## src/rtl/core/bagn_pkg.sv

```systemverilog
// Shared types and constants for the block ack/nack receiver.
package bagn_pkg;

    localparam int SEQ_W   = 32;
    localparam int ID_W    = 8;
    localparam int RESP_W  = SEQ_W + 1;
    localparam int GAP_W   = 8;
    localparam int TMO_W   = 16;
    localparam int DRAIN_W = 4;
    localparam int CFG_W   = 16;
    localparam int CFG_IDX_W = 2;

    localparam logic [GAP_W-1:0]   GAP_RESET     = 8'd50;
    localparam logic [TMO_W-1:0]   TIMEOUT_RESET = 16'd100;
    localparam logic [DRAIN_W-1:0] DRAIN_RESET   = 4'd5;
    localparam logic [ID_W-1:0]    TARGET_RESET  = 8'd0;
    localparam logic [DRAIN_W-1:0] MAX_DRAIN     = 4'd8;
    localparam logic [TMO_W-1:0]   IDLE_MAX      = 16'hFFFF;

    typedef enum logic [1:0] {
        OP_DATA      = 2'd0,
        OP_HEARTBEAT = 2'd1,
        OP_DRAIN     = 2'd2,
        OP_IDLE_TICK = 2'd3
    } op_t;

    typedef enum logic [1:0] {
        ARM_UNKNOWN  = 2'd0,
        ARM_ARMED    = 2'd1,
        ARM_DISARMED = 2'd2
    } arm_t;

    typedef enum logic [CFG_IDX_W-1:0] {
        CFG_GAP     = 2'd0,
        CFG_TIMEOUT = 2'd1,
        CFG_DRAIN   = 2'd2,
        CFG_TARGET  = 2'd3
    } cfg_idx_t;

    typedef enum logic [3:0] {
        S_IDLE,
        S_DECODE,
        S_DATA,
        S_GAP,
        S_NACK,
        S_HEARTBEAT,
        S_TICK,
        S_DRAIN_SETUP,
        S_DRAIN_RD,
        S_DRAIN_LOAD
    } state_t;

    typedef struct packed {
        logic latch;
        logic data_exec;
        logic gap_exec;
        logic nack_push;
        logic hb_exec;
        logic tick_exec;
        logic drain_setup;
        logic drain_read;
        logic drain_load;
    } dp_cmd_t;

    typedef struct packed {
        op_t  op;
        logic data_skip;
        logic nack_go;
        logic nack_more;
        logic drain_zero;
        logic drain_more;
        logic out_free;
    } dp_stat_t;

endpackage

```

## src/rtl/core/bagn_ctrl.sv

```systemverilog
// Sequencing state machine for the block ack/nack receiver.
module bagn_ctrl
    import bagn_pkg::*;
(
    input  logic     clk,
    input  logic     rst_n,
    input  logic     in_valid,
    output logic     in_stall,
    input  dp_stat_t stat,
    output dp_cmd_t  cmd
);

    state_t state_reg;
    state_t state_next;

    always_ff @(posedge clk or negedge rst_n)
    begin
        if (!rst_n)
        begin
            state_reg <= S_IDLE;
        end
        else
        begin
            state_reg <= state_next;
        end
    end

    always_comb
    begin
        state_next = state_reg;
        case (state_reg)
            S_IDLE:
            begin
                if (in_valid)
                begin
                    state_next = S_DECODE;
                end
            end
            S_DECODE:
            begin
                case (stat.op)
                    OP_DATA:      state_next = S_DATA;
                    OP_HEARTBEAT: state_next = S_HEARTBEAT;
                    OP_DRAIN:     state_next = S_DRAIN_SETUP;
                    OP_IDLE_TICK: state_next = S_TICK;
                    default:      state_next = S_IDLE;
                endcase
            end
            S_DATA:
            begin
                state_next = stat.data_skip ? S_IDLE : S_GAP;
            end
            S_GAP:
            begin
                state_next = stat.nack_go ? S_NACK : S_IDLE;
            end
            S_NACK:
            begin
                if (!stat.nack_more)
                begin
                    state_next = S_IDLE;
                end
            end
            S_HEARTBEAT:   state_next = S_IDLE;
            S_TICK:        state_next = S_IDLE;
            S_DRAIN_SETUP:
            begin
                state_next = stat.drain_zero ? S_IDLE : S_DRAIN_RD;
            end
            S_DRAIN_RD:    state_next = S_DRAIN_LOAD;
            S_DRAIN_LOAD:
            begin
                if (stat.out_free)
                begin
                    state_next = stat.drain_more ? S_DRAIN_RD : S_IDLE;
                end
            end
            default:       state_next = S_IDLE;
        endcase
    end

    always_comb
    begin
        cmd             = '0;
        in_stall        = (state_reg != S_IDLE);
        case (state_reg)
            S_IDLE:        cmd.latch       = in_valid;
            S_DATA:        cmd.data_exec   = !stat.data_skip;
            S_GAP:         cmd.gap_exec    = 1'b1;
            S_NACK:        cmd.nack_push   = 1'b1;
            S_HEARTBEAT:   cmd.hb_exec     = 1'b1;
            S_TICK:        cmd.tick_exec   = 1'b1;
            S_DRAIN_SETUP: cmd.drain_setup = 1'b1;
            S_DRAIN_RD:    cmd.drain_read  = 1'b1;
            S_DRAIN_LOAD:  cmd.drain_load  = stat.out_free;
            default:       cmd             = '0;
        endcase
    end

endmodule

```

## config.mk

```make
export PLATFORM = sky130hd
export DESIGN_NAME = bagn_ctrl
export DESIGN_NICKNAME = d
export VERILOG_FILES = /design/src/rtl/core/bagn_pkg.sv /design/src/rtl/core/bagn_ctrl.sv
export SDC_FILE = /design/constraint.sdc
export NUM_CORES = 1
export LEC_CHECK = 0
export ABC_AREA = 1
export CORE_AREA = 2 2 39 41
export DETAILED_ROUTE_END_ITERATION = 7
export DIE_AREA = 0 0 41 43
export DONT_BUFFER_PORTS = 1
export REMOVE_ABC_BUFFERS = 1
export SYNTH_ARGS = -nofsm -noshare
export SYNTH_HDL_FRONTEND = slang
export SYNTH_SLANG_ARGS = --single-unit
```

## constraint.sdc

```tcl
create_clock -name clk -period 1.2 [get_ports clk]
set_clock_uncertainty 0.05 [all_clocks]
set_input_delay 0.3 -clock clk [delete_from_list [all_inputs] [get_ports clk]]
set_output_delay 0.3 -clock clk [all_outputs]
set_load 0.005 [all_outputs]
```

==> results.md <==
* Failing checks: negative setup slack
* Comb pwr share at 68.6%
* Final setup viols at 12
* Min cycle time layout at 1470 ps
* Global-route wire length before repair at 1530 um
* Max stage delay cell, worst path: dfrtp_2
* Antenna Nets Post-Route at 0
* Max Freq at 680 MHz
* Complex-gate fraction of the synthesized area at 5.90%
* Router iterations before antenna repair at 4
* Synth Warn # at 0
* WL final at 932 um
* Area grow syn2layout at 71.6%
* Switching share of power at 44.8%
* Combinational family with the most area after synthesis: simple AND/OR/NAND/NOR gates
* Post-Synth Adder-Cell Area at 7.38%
* Core region area at 1380 sq um
* Sequential area share after synthesis at 29.5%
* DRT iter0 DRCs at 3
* Row cnt at 14
* Syn_area_per_cell at 6.05 sq um
* Placed instance area at 419 sq um
* TritonCTS clock tree: yes
* Design Area, Final at 582 sq um
* Clock Sink Count at 4
* P_leak at 0.309 nW
* Post-detail-place hpwl at 737 um
* Max reg flops at 4
* Seq pwr share at 19.3%
* Fillcell total at 145
* Slew margin rel. at 85.0%
* Multi-input gate area at 273 sq um
* GRT Max-Usage Layer: met2
* Kind of end point of the critical path: primary output
* Initial Util at 24.5%
* Internal power at 0.000741 W
* Crit path launch type: register
* Worst Hold Class: input pin to register
* TritonCTS Buffers at 3
* M2 GR Usage at 18.8%
* Post-Syn Instances at 56
* Worst vdd ir at 703 uV
* Layout Nets at 88
* Max-cap violations at 0
* Distinct cell type count after synthesis at 11
* Die Wd at 41 um
* Layout cells sized above 1 at 49.3%
* Total global routing overflow at 0
* Antenna violations before repair at 0
* CTS root buffer: clkbuf_4
* Worst path required time at 850 ps
* Number of global-route vias before repair at 385
* Flop and latch count out of synthesis at 4
* Post-route setup slack at -271 ps
* I/O pin count at 21
* I/O Buffers at 0
* Post-route clock period utilization at 123%
* DR WL/cell at 10.5 um
* Hold Vio Cnt, Final at 0
* Net switching power figure at 0.000602 W
* Pwr dens at 2310 nW/um^2
* Synth Cell Area at 339 sq um
* DIE HEIGHT at 43 um
* Max FO, Critical Path at 6
* Vias per cell at 4.51
* H-tree depth at 1
* Setup TNS at -2310 ps
* Drt drc at 0
* Status: finished with violations
* Slew of the pin with the lowest slew margin at 224 ps
* Met1 track demand over resource at 15.0%
* Global Route Usage Sum at 13.4%
* # diodes at 0
* Clk pwr share at 12.1%
* Clock transition at path regs at 40 ps
* Post-Place Worst Slack at -81.4 ps
* Routed vias at 401
* Max Root-Sink Buffers at 2
* Post-synthesis mux area share at 0%
* Max Transition Viols Final at 0
* Insertion delay to the later sink of the worst-skew pair at 230 ps
* Data arrival, critical path at 1120 ps
* Placer congestion estimate at 0.771
* Largest net degree at the start of global routing at 7
* Worst stage delay on the critical path at 450 ps
* FF/Latch Area at 103 sq um
* DIE AREA at 1760 sq um
* Synth Area in Simple Gates at 42.8%
* RSZ-0062 raised after global routing: yes
* Routing usage on met3 at 4.71%
* CP cell instances: nor2_4, nand4_1, inv_1
* Synth Area in XOR/XNOR at 0%
* Crit path kind: register to primary output
cells in the final DEF (no fill, tap or decap), drive strengths merged:
master / count
nand2: 14
inv: 13
buf: 13
nor2: 11
nor3: 4
nand3: 4
dfrtp: 4
clkbuf: 3
o211ai: 2
ha: 2
nand4: 1
o21ai: 1
dlygate4sd3: 1
layout make-up:
class	count	area share, %
multi-input cells	39	46.9
repair buffers	14	19.8
flip-flops and latches	4	17.6
inverters	13	8.39
clock buffers	3	3.87
well taps	16	3.44
what timing repair did:
action	4_1_cts	5_1_grt
pin swaps	3	4
hold endpoints to repair	4	0
buffers inserted	2	4
endpoints found under the setup margin	12	14
resized for setup	9	18
hold buffers	1	0
synth_stat cells:
cell      count  area share [%]
nor2_2        2             3.7
inv_1        13              14
o21ai_0       1             1.5
dfrtp_1       4              30
o211ai_1      2             4.4
nor2_1        9              10
nand4_1       1             1.8
ha_1          2             7.4
nand3_1       4             5.9
nand2_1      14              15
nor3_1        4             5.9
critical path, delay by kind of cell (launching register included):
| family | cells | cell delay, ps |
|---|---|---|
| buf+inv | 1 | 100 |
| flops | 1 | 450 |
| simple gates | 2 | 330 |
cell families after synthesis:
family                   count (synthesis)
AND/OR/NAND/NOR                         34
buffers and inverters                   13
AO/OA/AOI/OAI                            3
flip-flops                               4
adder cells (fa/ha/maj)                  2
path summary, 6_finish.rpt:
| path | from | endpoint | cells past startpoint | slack, ps |
|---|---|---|---|---|
| min reg2reg | state_reg[3] | state_reg[2] | 3 | 620 |
| min in group asynchronous | rst_n | state_reg[3] | 1 | 290 |
| max | state_reg[2] | cmd[7] | 3 | -270 |
| max reg2reg | state_reg[1] | state_reg[3] | 7 | -50 |
| max in group asynchronous | rst_n | state_reg[2] | 1 | 630 |
| min | stat[4] | state_reg[2] | 2 | 170 |
through the flow:
| stage | total power [W] | util [%] | instances | hold WS [ps] |
|---|---|---|---|---|
| 2_1_floorplan | 0.000566 | - | 56 | -45.6 |
| 3_3_place_gp | 0.000811 | 30.3 | 80 | -45.5 |
| 3_5_place_dp | 0.000810 | 30.3 | 80 | -45.5 |
| 4_1_cts | 0.00114 | 36.0 | 86 | 159 |
| 5_1_grt | 0.00145 | 42.0 | 89 | 162 |
| 6_report | 0.00134 | 42.0 | 89 | 166 |
power by group through the flow:
stage | registers, W | clock network [W] | logic, W
6_report | 0.000259 | 0.000163 | 0.000921
3_3_place_gp | 0.000236 | 0 | 0.000574
4_1_cts | 0.000253 | 0.000173 | 0.000712
3_5_place_dp | 0.000240 | 0 | 0.000571
5_1_grt | 0.000266 | 0.000182 | 0.00101
2_1_floorplan | 0.000243 | 0 | 0.000322
metal layers:
layer | vias up | wire (um)
met5 | - | 0
met4 | 0 | 0
met3 | 0 | 61
met2 | 14 | 495
met1 | 181 | 375
li1 | 206 | -
(Power assumes the default switching activity.)
