`config.mk`:
```
export PLATFORM = sky130hd
export DESIGN_NAME = bagn_dp
export DESIGN_NICKNAME = d
export VERILOG_FILES = /design/src/rtl/core/bagn_pkg.sv /design/src/rtl/core/bagn_dp.sv
export SDC_FILE = /design/constraint.sdc
export NUM_CORES = 1
export LEC_CHECK = 0
export ABC_AREA = 1
export BUFFER_PORTS_ARGS = -buffer_cell sky130_fd_sc_hd__buf_2
export CORE_ASPECT_RATIO = 1.25
export CORE_MARGIN = 5
export CORE_UTILIZATION = 25
export CTS_BUF_LIST = sky130_fd_sc_hd__clkbuf_16
export CTS_CLUSTER_DIAMETER = 100
export CTS_CLUSTER_SIZE = 20
export DETAILED_ROUTE_END_ITERATION = 10
export PLACE_DENSITY = 0.4
export SYNTH_ARGS = -nofsm -noshare
export SYNTH_HDL_FRONTEND = slang
export SYNTH_SLANG_ARGS = --single-unit
```
`constraint.sdc`:
```
create_clock -name clk -period 4.15 [get_ports clk]
set_input_delay 0.83 -clock clk [delete_from_list [all_inputs] [get_ports clk]]
set_output_delay 0.83 -clock clk [all_outputs]
set_load 0.01 [all_outputs]
```
`src/rtl/core/bagn_pkg.sv`:
```
// Shared types and constants for the block ack/nack receiver.
package bagn_pkg;

    localparam int SEQ_W   = 32;
    localparam int ID_W    = 8;
    localparam int RESP_W  = SEQ_W + 1;
    localparam int GAP_W   = 8;
    localparam int TMO_W   = 16;
    localparam int DRAIN_W = 4;
    localparam int CFG_W   = 16;
    localparam int CFG_IDX_W = 2;

    localparam logic [GAP_W-1:0]   GAP_RESET     = 8'd50;
    localparam logic [TMO_W-1:0]   TIMEOUT_RESET = 16'd100;
    localparam logic [DRAIN_W-1:0] DRAIN_RESET   = 4'd5;
    localparam logic [ID_W-1:0]    TARGET_RESET  = 8'd0;
    localparam logic [DRAIN_W-1:0] MAX_DRAIN     = 4'd8;
    localparam logic [TMO_W-1:0]   IDLE_MAX      = 16'hFFFF;

    typedef enum logic [1:0] {
        OP_DATA      = 2'd0,
        OP_HEARTBEAT = 2'd1,
        OP_DRAIN     = 2'd2,
        OP_IDLE_TICK = 2'd3
    } op_t;

    typedef enum logic [1:0] {
        ARM_UNKNOWN  = 2'd0,
        ARM_ARMED    = 2'd1,
        ARM_DISARMED = 2'd2
    } arm_t;

    typedef enum logic [CFG_IDX_W-1:0] {
        CFG_GAP     = 2'd0,
        CFG_TIMEOUT = 2'd1,
        CFG_DRAIN   = 2'd2,
        CFG_TARGET  = 2'd3
    } cfg_idx_t;

    typedef enum logic [3:0] {
        S_IDLE,
        S_DECODE,
        S_DATA,
        S_GAP,
        S_NACK,
        S_HEARTBEAT,
        S_TICK,
        S_DRAIN_SETUP,
        S_DRAIN_RD,
        S_DRAIN_LOAD
    } state_t;

    typedef struct packed {
        logic latch;
        logic data_exec;
        logic gap_exec;
        logic nack_push;
        logic hb_exec;
        logic tick_exec;
        logic drain_setup;
        logic drain_read;
        logic drain_load;
    } dp_cmd_t;

    typedef struct packed {
        op_t  op;
        logic data_skip;
        logic nack_go;
        logic nack_more;
        logic drain_zero;
        logic drain_more;
        logic out_free;
    } dp_stat_t;

endpackage

```
`src/rtl/core/bagn_dp.sv`:
```
// Datapath: session state, response queue pointers, configuration and output register.
module bagn_dp
    import bagn_pkg::*;
#(
    parameter int QUEUE_DEPTH = 256
) (
    input  logic                           clk,
    input  logic                           rst_n,
    input  dp_cmd_t                        cmd,
    output dp_stat_t                       stat,
    input  logic                           cfg_we,
    input  logic [CFG_IDX_W-1:0]           cfg_index,
    input  logic [CFG_W-1:0]               cfg_data,
    input  logic [1:0]                     operation,
    input  logic [SEQ_W-1:0]               seq_number,
    input  logic [ID_W-1:0]                src_system,
    input  logic [ID_W-1:0]                src_component,
    input  logic                           armed,
    output logic                           ram_we,
    output logic [$clog2(QUEUE_DEPTH)-1:0] ram_waddr,
    output logic [RESP_W-1:0]              ram_wdata,
    output logic                           ram_re,
    output logic [$clog2(QUEUE_DEPTH)-1:0] ram_raddr,
    input  logic [RESP_W-1:0]              ram_rdata,
    output logic                           out_valid,
    input  logic                           out_stall,
    output logic [SEQ_W-1:0]               resp_seq,
    output logic                           is_ack,
    output logic                           last,
    output logic                           overflow
);

    localparam int AW = $clog2(QUEUE_DEPTH);
    localparam int CW = $clog2(QUEUE_DEPTH + 1);
    localparam logic [AW-1:0] PTR_LAST = AW'(QUEUE_DEPTH - 1);
    localparam logic [CW-1:0] CNT_FULL = CW'(QUEUE_DEPTH);

    // Control state, cleared by reset.
    logic [GAP_W-1:0]   gap_thr_reg,   gap_thr_next;
    logic [TMO_W-1:0]   timeout_reg,   timeout_next;
    logic [DRAIN_W-1:0] drain_cfg_reg, drain_cfg_next;
    logic [ID_W-1:0]    target_reg,    target_next;
    logic [SEQ_W-1:0]   highest_reg,   highest_next;
    logic               active_reg,    active_next;
    logic [ID_W-1:0]    peer_sys_reg,  peer_sys_next;
    logic [ID_W-1:0]    peer_comp_reg, peer_comp_next;
    arm_t               arm_reg,       arm_next;
    logic [TMO_W-1:0]   idle_reg,      idle_next;
    logic [AW-1:0]      head_reg,      head_next;
    logic [AW-1:0]      tail_reg,      tail_next;
    logic [CW-1:0]      count_reg,     count_next;
    logic               drop_reg,      drop_next;
    logic               out_valid_reg, out_valid_next;
    logic [DRAIN_W-1:0] drain_left_reg, drain_left_next;

    // Payload registers.
    op_t                op_reg;
    logic [SEQ_W-1:0]   seq_reg;
    logic [ID_W-1:0]    sys_reg;
    logic [ID_W-1:0]    comp_reg;
    logic               armed_reg;
    logic [SEQ_W:0]     diff_reg;
    logic [SEQ_W-1:0]   nack_seq_reg;
    logic [GAP_W-1:0]   nack_left_reg;
    logic [SEQ_W-1:0]   resp_seq_reg;
    logic               is_ack_reg;
    logic               last_reg;
    logic               overflow_reg;

    logic               push_req;
    logic               full;
    logic               seq_gt;
    logic               gap_ok;
    logic               hb_match;
    logic [TMO_W-1:0]   idle_inc;
    logic [DRAIN_W-1:0] drain_lim;
    logic [DRAIN_W-1:0] drain_n;
    logic               out_free;

    assign push_req = cmd.data_exec || cmd.nack_push;
    assign full     = (count_reg == CNT_FULL);

    assign ram_we    = push_req && !full;
    assign ram_waddr = head_reg;
    assign ram_wdata = cmd.nack_push ? {nack_seq_reg, 1'b0} : {seq_reg, 1'b1};
    assign ram_re    = cmd.drain_read;
    assign ram_raddr = tail_reg;

    // The borrow bit of the stored difference tells whether the block lies above the
    // highest number seen.
    assign seq_gt = !diff_reg[SEQ_W] && (diff_reg[SEQ_W-1:0] != '0);
    assign gap_ok = (diff_reg[SEQ_W-1:0] <= {{(SEQ_W-GAP_W){1'b0}}, gap_thr_reg});

    assign hb_match = (sys_reg == peer_sys_reg)
                   && ((comp_reg == peer_comp_reg) || (comp_reg == target_reg));
    assign idle_inc = (idle_reg != IDLE_MAX) ? idle_reg + 1'b1 : idle_reg;

    assign drain_lim = (drain_cfg_reg > MAX_DRAIN) ? MAX_DRAIN : drain_cfg_reg;
    assign drain_n   = (count_reg < CW'(drain_lim)) ? count_reg[DRAIN_W-1:0] : drain_lim;

    assign out_free = !out_valid_reg || !out_stall;

    always_comb
    begin
        stat            = '0;
        stat.op         = op_reg;
        stat.data_skip  = !active_reg && (seq_reg != '0);
        stat.nack_go    = seq_gt && gap_ok && (diff_reg[SEQ_W-1:0] > 32'd1);
        stat.nack_more  = (nack_left_reg != 8'd1);
        stat.drain_zero = (drain_n == '0);
        stat.drain_more = (drain_left_reg != '0);
        stat.out_free   = out_free;
    end

    always_comb
    begin
        gap_thr_next    = gap_thr_reg;
        timeout_next    = timeout_reg;
        drain_cfg_next  = drain_cfg_reg;
        target_next     = target_reg;
        highest_next    = highest_reg;
        active_next     = active_reg;
        peer_sys_next   = peer_sys_reg;
        peer_comp_next  = peer_comp_reg;
        arm_next        = arm_reg;
        idle_next       = idle_reg;
        head_next       = head_reg;
        tail_next       = tail_reg;
        count_next      = count_reg;
        drop_next       = drop_reg;
        drain_left_next = drain_left_reg;
        out_valid_next  = out_valid_reg;

        if (cfg_we)
        begin
            case (cfg_idx_t'(cfg_index))
                CFG_GAP:     gap_thr_next   = cfg_data[GAP_W-1:0];
                CFG_TIMEOUT: timeout_next   = cfg_data[TMO_W-1:0];
                CFG_DRAIN:   drain_cfg_next = cfg_data[DRAIN_W-1:0];
                CFG_TARGET:  target_next    = cfg_data[ID_W-1:0];
                default:     gap_thr_next   = gap_thr_reg;
            endcase
        end

        if (cmd.data_exec)
        begin
            if (!active_reg)
            begin
                peer_sys_next  = sys_reg;
                peer_comp_next = comp_reg;
                arm_next       = ARM_UNKNOWN;
                active_next    = 1'b1;
            end
            idle_next = '0;
        end

        if (cmd.gap_exec && seq_gt)
        begin
            highest_next = seq_reg;
        end

        if (push_req)
        begin
            if (full)
            begin
                drop_next = 1'b1;
            end
            else
            begin
                head_next  = (head_reg == PTR_LAST) ? '0 : head_reg + 1'b1;
                count_next = count_reg + 1'b1;
            end
        end

        if (cmd.hb_exec && hb_match)
        begin
            if (active_reg && (arm_reg == ARM_ARMED) && !armed_reg)
            begin
                active_next = 1'b0;
            end
            arm_next = armed_reg ? ARM_ARMED : ARM_DISARMED;
        end

        if (cmd.tick_exec && active_reg)
        begin
            idle_next = idle_inc;
            if (idle_inc >= timeout_reg)
            begin
                active_next = 1'b0;
            end
        end

        if (cmd.drain_setup)
        begin
            drain_left_next = drain_n;
        end

        if (cmd.drain_read)
        begin
            tail_next       = (tail_reg == PTR_LAST) ? '0 : tail_reg + 1'b1;
            count_next      = count_reg - 1'b1;
            drain_left_next = drain_left_reg - 1'b1;
        end

        if (cmd.drain_load)
        begin
            out_valid_next = 1'b1;
        end
        else if (!out_stall)
        begin
            out_valid_next = 1'b0;
        end
    end

    always_ff @(posedge clk or negedge rst_n)
    begin
        if (!rst_n)
        begin
            gap_thr_reg    <= GAP_RESET;
            timeout_reg    <= TIMEOUT_RESET;
            drain_cfg_reg  <= DRAIN_RESET;
            target_reg     <= TARGET_RESET;
            highest_reg    <= '0;
            active_reg     <= 1'b0;
            peer_sys_reg   <= '0;
            peer_comp_reg  <= '0;
            arm_reg        <= ARM_UNKNOWN;
            idle_reg       <= '0;
            head_reg       <= '0;
            tail_reg       <= '0;
            count_reg      <= '0;
            drop_reg       <= 1'b0;
            drain_left_reg <= '0;
            out_valid_reg  <= 1'b0;
        end
        else
        begin
            gap_thr_reg    <= gap_thr_next;
            timeout_reg    <= timeout_next;
            drain_cfg_reg  <= drain_cfg_next;
            target_reg     <= target_next;
            highest_reg    <= highest_next;
            active_reg     <= active_next;
            peer_sys_reg   <= peer_sys_next;
            peer_comp_reg  <= peer_comp_next;
            arm_reg        <= arm_next;
            idle_reg       <= idle_next;
            head_reg       <= head_next;
            tail_reg       <= tail_next;
            count_reg      <= count_next;
            drop_reg       <= drop_next;
            drain_left_reg <= drain_left_next;
            out_valid_reg  <= out_valid_next;
        end
    end

    always_ff @(posedge clk)
    begin
        if (cmd.latch)
        begin
            op_reg    <= op_t'(operation);
            seq_reg   <= seq_number;
            sys_reg   <= src_system;
            comp_reg  <= src_component;
            armed_reg <= armed;
        end
        if (cmd.data_exec)
        begin
            diff_reg <= {1'b0, seq_reg} - {1'b0, highest_reg};
        end
        // The nack run starts just above the old highest number and covers the gap
        // minus the block itself.
        if (cmd.gap_exec)
        begin
            nack_seq_reg  <= highest_reg + 1'b1;
            nack_left_reg <= diff_reg[GAP_W-1:0] - 1'b1;
        end
        if (cmd.nack_push)
        begin
            nack_seq_reg  <= nack_seq_reg + 1'b1;
            nack_left_reg <= nack_left_reg - 1'b1;
        end
        if (cmd.drain_load)
        begin
            resp_seq_reg <= ram_rdata[RESP_W-1:1];
            is_ack_reg   <= ram_rdata[0];
            last_reg     <= (drain_left_reg == '0);
            overflow_reg <= drop_reg;
        end
    end

    assign out_valid = out_valid_reg;
    assign resp_seq  = resp_seq_reg;
    assign is_ack    = is_ack_reg;
    assign last      = last_reg;
    assign overflow  = overflow_reg;

endmodule

```
==> key figures, run 1 <==
Outcome
  – Run status: finished clean

Global route
  – First-pass GRT wire length: 79.75 mm
  – Grt ovf: 0
  – Largest net degree at the start of global routing: 98
  – Vias in the first global route: 13620
  – All-Layer GR Usage: 14.21%
  – Initial antenna violation count: 4

Finish
  – Layout cells sized above 1: 14.53%
  – Max FFs per register: 33
  – Nets: 2329
  – # fillers: 7090
  – Antenna Cells: 0
  – Area growth, synth to finish: 15.72%

Power
  – Pleak: 0.008900 uW
  – Reg power frac: 43.0%
  – Clock power share: 19.7%
  – Switching Fraction: 39.44%
  – Internal power: 6110 uW
  – Comb pwr share: 37.3%
  – NetSw: 3980 uW
  – Worst VDD drop: 243.8 uV
  – Power Density: 529.7 nW/um2

Yosys
  – EDFF count, synth: 159
  – Synthesized net count: 2126
  – Post-synth top flop: edfxtp_1
  – #FFs+latches synth: 293
  – Cell taking the most area after synthesis: edfxtp_1
  – Dominant cells by area after synthesis: edfxtp_1 (29%), dfrtp_1 (19%), nand2_1 (13%)
  – Syn. warnings: 0
  – Mapped Area: 16460 um2
  – Syn Area/Cell: 8.516 um2
  – Post-Synthesis Cells: 1933
  – Netlist cell types: 53
  – Async SR Flop Fraction: 45.73%
  – Post-synthesis sequential area ratio: 49.44%
  – Top cell type's share of synthesized area: 29.01%

Worst setup path
  – Crit path to: stat[2]
  – Worst path required time: 3.32 ns
  – Reg2Reg Capture Point: active_reg
  – Crit. End Element: output pin
  – Worst Path Max Fanout: 8
  – Worst reg2reg path depth: 18
  – R2R setup slack: 1.28 ns
  – WS Path Type: flip-flop to output pin
  – Worst r2r src: idle_reg[0]
  – Crit path from: drain_cfg_reg[3]
  – WP data arrival: 2.58 ns
  – Startpoint Class: flip-flop

CTS
  – # hold bufs at CTS: 0
  – Max clock buf depth: 3
  – CTS root buf: clkbuf_16
  – Num Clock Sinks: 293
  – CTS-repair resized insts: 0
  – CTS tree: done
  – CTS H-tree lvls: 1
  – Post-CTS Setup Inserts: 0
  – CTS buffer count: 19
  – Worst skew pair latency: 0.54 ns
  – Clock Pin Slew Worst Setup and Hold Paths: 0.08 ns

Die
  – Die X: 239.5 um
  – Core footprint: 65430 um2
  – DIE AREA: 71110 um2
  – Initial core utilization: 25.16%
  – Row Count: 105
  – Io pins: 210
  – DIE HEIGHT: 296.9 um

Worst hold path
  – Worst min path class: primary input to async pin

Flow run
  – # Max-Cap Violations: 0

Timing
  – RSZ-0062 raised after global routing: no
  – Final hold vios: 0
  – Fin crit period: 3.412 ns
  – Hold Slack: 0.2800 ns
  – Actual slew at the worst max-slew pin: 1.113 ns
  – Fmax achieved: 293.1 MHz
  – Final period util: 82.22%
  – Slew HR: 25.57%
  – Final setup viols: 0
  – Final setup skew: 0.01844 ns
  – Max-slew violations: 0
  – Post-route setup TNS: 0 ns

Routing
  – Met3 WL: 2.445 mm
  – # DRC: 0
  – WL/cell: 17.40 um
  – Post-Route M1 WL: 22.75 mm
  – Met2 wire length: 25.21 mm
  – ANT nets after route: 0
  – Drt first pass iters: 5
  – DR top layer: met5
  – Iter 0 DRT Violations: 722
  – Vias: 13390
  – Routed Wire Length: 52.27 mm
  – Via density: 4.456

Placed design
  – Routability cong.: 0.8944
  – Detail Placement HPWL: 41.80 mm
  – IO Port Bufs: 209
-- metrics by stage --
stage	area, um2	setup WS (ns)	std cells	power, uW	utilization (%)
after floorplan	16460	1.579	1933	6835	-
after global placement	18460	1.141	2971	8205	28.22
after detailed placement	18460	1.136	2971	8222	28.22
after CTS	19050	0.6406	3004	10290	29.11
after global routing	19050	0.4327	3004	10930	29.11
final	19050	0.7379	3004	10090	29.11
-- power groups by stage --
stage	clock network, uW	registers, uW	logic, uW
floorplan	0	4310	2530
global placement	0	4410	3800
detailed placement	0	4420	3810
CTS	2110	4360	3820
global route	2200	4430	4300
finish	1990	4340	3760
-- logic make-up after synthesis --
group / count (synthesis) / synth area share, %
AND/OR/NAND/NOR: 911 / 23.55
adder cells (fa/ha/maj): 78 / 6.020
XOR/XNOR: 88 / 4.682
buffers and inverters: 300 / 7.350
flip-flops: 293 / 49.44
multiplexers: 5 / 0.3344
AO/OA/AOI/OAI: 258 / 8.627
-- worst min path at each step --
stage | slack [ns] | from | to | cells past startpoint
floorplan | 0.42 | drop_reg | overflow | 0
global placement | 0.45 | highest_reg[16] | highest_reg[16] | 2
detailed placement | 0.46 | highest_reg[25] | highest_reg[25] | 2
CTS | 0.29 | rst_n | ram_raddr[4] | 1
global route | 0.33 | rst_n | ram_raddr[4] | 1
finish | 0.28 | rst_n | ram_raddr[6] | 1
-- worst max-delay path, cell delays in order, from the launching register on --
cell and delay, ns:
dfrtp_1 0.39, inv_1 0.14, nand2_1 0.10, ha_1 0.29
a21oi_1 0.15, o21ai_0 0.08, nor2_1 0.08, nand2_1 0.14
o21ai_0 0.33, nand2_1 0.09, nor2_1 0.10, buf_2 0.16
-- cell type report --
cell class | instances | area [um2] | area share [%]
Clock buffer | 21 | 525.5 | 2.759
Clock inverter | 12 | 60.06 | 0.3153
Inverter | 260 | 975.9 | 5.123
Multi-Input combinational cell | 1340 | 7113 | 37.34
Sequential cell | 293 | 8138 | 42.72
Tap cell | 856 | 1071 | 5.623
Timing Repair Buffer | 222 | 1165 | 6.115
-- synth_stat cells (all sizes together), types with 2 or more instances --
cell type,number
a21o,2
a21oi,72
a22o,3
a31oi,5
and3,2
buf,17
clkbuf,23
clkinv,4
dfrtp,126
dfstp,8
edfxtp,159
fa,2
ha,76
inv,256
mux2,4
nand2,564
nand3,67
nand3b,8
nand4,60
nor2,165
nor3,29
nor4,7
o21a,2
o21ai,161
o21bai,6
o22ai,2
or2,6
xnor2,24
xor2,64
-- per-layer routing --
metal,global-route usage (%),vias to the layer above
met5,0,-
met2,24.76,329
met3,2.060,65
li1,-,6724
met4,4.580,4
met1,18.07,6264
-- placed cells by master (no fill, tap or decap), types with 5 or more instances in the layout --
master     instances
a21oi_1           71
a31oi_1            5
buf_2            207
buf_4             13
clkbuf_16         21
dfrtp_1          126
dfstp_2            8
edfxtp_1         159
ha_1              76
inv_1            263
nand2_1          552
nand2_2           11
nand3_1           67
nand3b_1           8
nand4_1           60
nor2_1           153
nor2_2            10
nor3_1            22
nor3_2             7
nor4_1             7
o21ai_0          129
o21ai_1           17
o21ai_2           15
o21bai_1           6
or2_2              5
xnor2_1           24
xor2_1            64
Power figures use the tool's default switching activity.
==> run 2: changes to the inputs <==
==> constraint.sdc (replaced) <==
create_clock -name clk -period 3.35 [get_ports clk]
set_input_delay 0.67 -clock clk [delete_from_list [all_inputs] [get_ports clk]]
set_output_delay 0.67 -clock clk [all_outputs]
set_load 0.01 [all_outputs]
==> run 2 against run 1 <==
  * Final cell count up 0.40%
  * Setup slack worse by 0.51 ns
  * Count of clock-buffer cells in the layout down 1
  * Critical path depth down 1
  * Worst hold slack worse by 0.25 ns
  * Die area unchanged
  * Clock skew up 0.015 ns
  * Register-to-register slack worse by 0.61 ns
  * Utilization up 0.14 points
  * Design area up 0.49%
  * Total power up 24%
  * Non-clock buffer count up 10
  * Critical endpoint unchanged
  * Highest routed layer unchanged
==> key figures, run 2 (synthesized netlist as in run 1, its figures left out) <==
Timing
  – Actual slew at the worst max-slew pin: 0.7589 ns (-0.3544 ns)
  – Max-slew violations: 0 (unchanged)
  – Slew HR: 49.41% (+24 points)
  – Fin crit period: 3.122 ns
  – Final hold vios: 0 (unchanged)
  – Post-route setup TNS: 0 ns (unchanged)
  – Final setup viols: 0 (unchanged)
  – Fmax achieved: 320.3 MHz
  – Final setup skew: 0.03316 ns (+0.01472 ns)
  – RSZ-0062 raised after global routing: no
  – Final period util: 93.19%

Routing
  – # DRC: 0 (unchanged)
  – Drt first pass iters: 5 (unchanged)
  – Routed Wire Length: 52.07 mm (-0.39%)
  – Iter 0 DRT Violations: 699 (-3.2%)
  – Vias: 13470 (+0.65%)
  – Via density: 4.467 (+0.25%)
  – WL/cell: 17.26 um (-0.79%)
  – ANT nets after route: 0 (unchanged)

Power
  – Pwr Total: 12490 uW (+24%)
  – Pleak: 0.008949 uW (+0.55%)
  – Worst VDD drop: 298.1 uV (+22%)
  – Power Density: 652.6 nW/um2 (+23%)

Worst setup path
  – WS Path Type: flip-flop to output pin
  – Slowest cell on crit path: dfstp_2
  – CP Cell Sequence: nand2_1 > ha_1 > a21oi_1 > o21ai_0 > nor2_1 > nand2_2 > o21ai_1 > nand2_1 > nor2_1 > buf_2
  – Startpoint Class: flip-flop
  – Worst Path Max Fanout: 8 (unchanged)
  – Worst path required time: 2.68 ns (-0.64 ns)
  – Crit. End Element: output pin
  – WP data arrival: 2.45 ns (-0.13 ns)
  – Max incr delay on CP: 0.54 ns (+0.15 ns)

CTS
  – Num Clock Sinks: 293 (unchanged)
  – Worst skew pair latency: 0.55 ns (about the same)
  – Max clock buf depth: 3 (unchanged)
  – CTS H-tree lvls: 1 (unchanged)
  – Post-CTS Setup Inserts: 0 (unchanged)
  – CTS tree: done
  – Clock Pin Slew Worst Setup and Hold Paths: 0.09 ns (about the same)
  – CTS buffer count: 19 (unchanged)
  – CTS root buf: clkbuf_16

Placed design
  – Area post-placement: 18560 um2 (+0.54%)
  – IO Port Bufs: 209 (unchanged)
  – Detail Placement HPWL: 41.76 mm (about the same)
  – Routability cong.: 0.8892 (-0.58%)

Die
  – Core footprint: 65430 um2 (unchanged)
  – Initial core utilization: 25.16% (unchanged)
  – Die X: 239.5 um (unchanged)
  – Row Count: 105 (unchanged)
  – DIE AREA: 71110 um2 (unchanged)
  – DIE HEIGHT: 296.9 um (unchanged)
  – Io pins: 210 (unchanged)

Global route
  – Vias in the first global route: 13740 (+0.88%)
  – Initial antenna violation count: 6 (+2)
  – All-Layer GR Usage: 14.17% (-0.043 points)
  – First-pass GRT wire length: 79.79 mm (about the same)
  – Largest net degree at the start of global routing: 63 (-36%)
  – Grt ovf: 0 (unchanged)

Finish
  – Commonest non-fill, non-tap cell in the layout: nand2_1
  – Fin area: 19140 um2 (+0.49%)
  – Area growth, synth to finish: 16.28%
  – Layout cells sized above 1: 15.19% (+0.67 points)
  – Most frequent cells in the layout: nand2_1 (551), inv_1 (260), buf_2 (207)
  – Nets: 2339 (+0.43%)
  – Max FFs per register: 33 (unchanged)

Outcome
  – Run status: finished clean

Worst hold path
  – Worst min path class: primary input to async pin

Flow run
  – # Max-Cap Violations: 0 (unchanged)
## run 2: report_power, final
part | total [uW] | switching, uW | internal, uW
combinational | 4680 | 3070 | 1610
clock | 2440 | 1340 | 1100
sequential | 5370 | 545 | 4820
## run 2: path summary, 6_finish.rpt
| check | from | to | slack, ns | depth (start not counted) |
|---|---|---|---|---|
| max | drain_cfg_reg[2] | stat[2] | 0.23 | 10 |
| max in group asynchronous | rst_n | highest_reg[29] | 2.42 | 2 |
| min reg2reg | highest_reg[28] | highest_reg[28] | 0.47 | 2 |
| min | rst_n | ram_raddr[5] | 0.03 | 1 |
| max reg2reg | idle_reg[0] | active_reg | 0.67 | 16 |
| min in group clk | seq_number[25] | seq_reg[25] | 0.28 | 1 |
## run 2: cell type report
cell class              instances  area, um2
fillers                      7103      46280
flip-flops and latches        293       8138
multi-input cells            1340       7119
repair buffers                232       1265
well taps                     856       1071
inverters                     260      975.9
clock buffers                  20      500.5
clock inverters                14      68.82
diodes                          1      2.502
## run 2: stage by stage
stage	util, %	setup WS (ns)	instances	hold WS [ns]
after detailed placement	28.37	0.6593	2981	0.4580
after CTS	29.24	0.03999	3015	0.03100
after floorplan	-	0.9810	1933	0.3744
final	29.26	0.2283	3016	0.03192
after global placement	28.37	0.6784	2981	0.4529
after global routing	29.25	0.02553	3015	0.04762
## run 2: what timing repair did
item                                   4_1_cts  5_1_grt
endpoints found under the hold margin        0        0
setup endpoints to repair                    0        1
resized for setup                            0        8
hold buffers                                 0        0
## run 2: layer usage
metal / part of all wire (%) / wire (um) / GRT usage (%)
met1: 43 / 22380 / 17.68
met2: 48 / 24950 / 24.74
met3: 5.6 / 2923 / 2.598
met4: 3.4 / 1751 / 4.417
met5: 0.11 / 57 / 0
## run 2: worst max-delay path: cells and delay by family, from the launching register on
family	cells	cell delay, ns
buffers and inverters	1	0.16
and+or+nand+nor	5	0.49
AOI/OAI and AO/OA	3	0.42
adders and majority gates	1	0.30
DFF	1	0.54
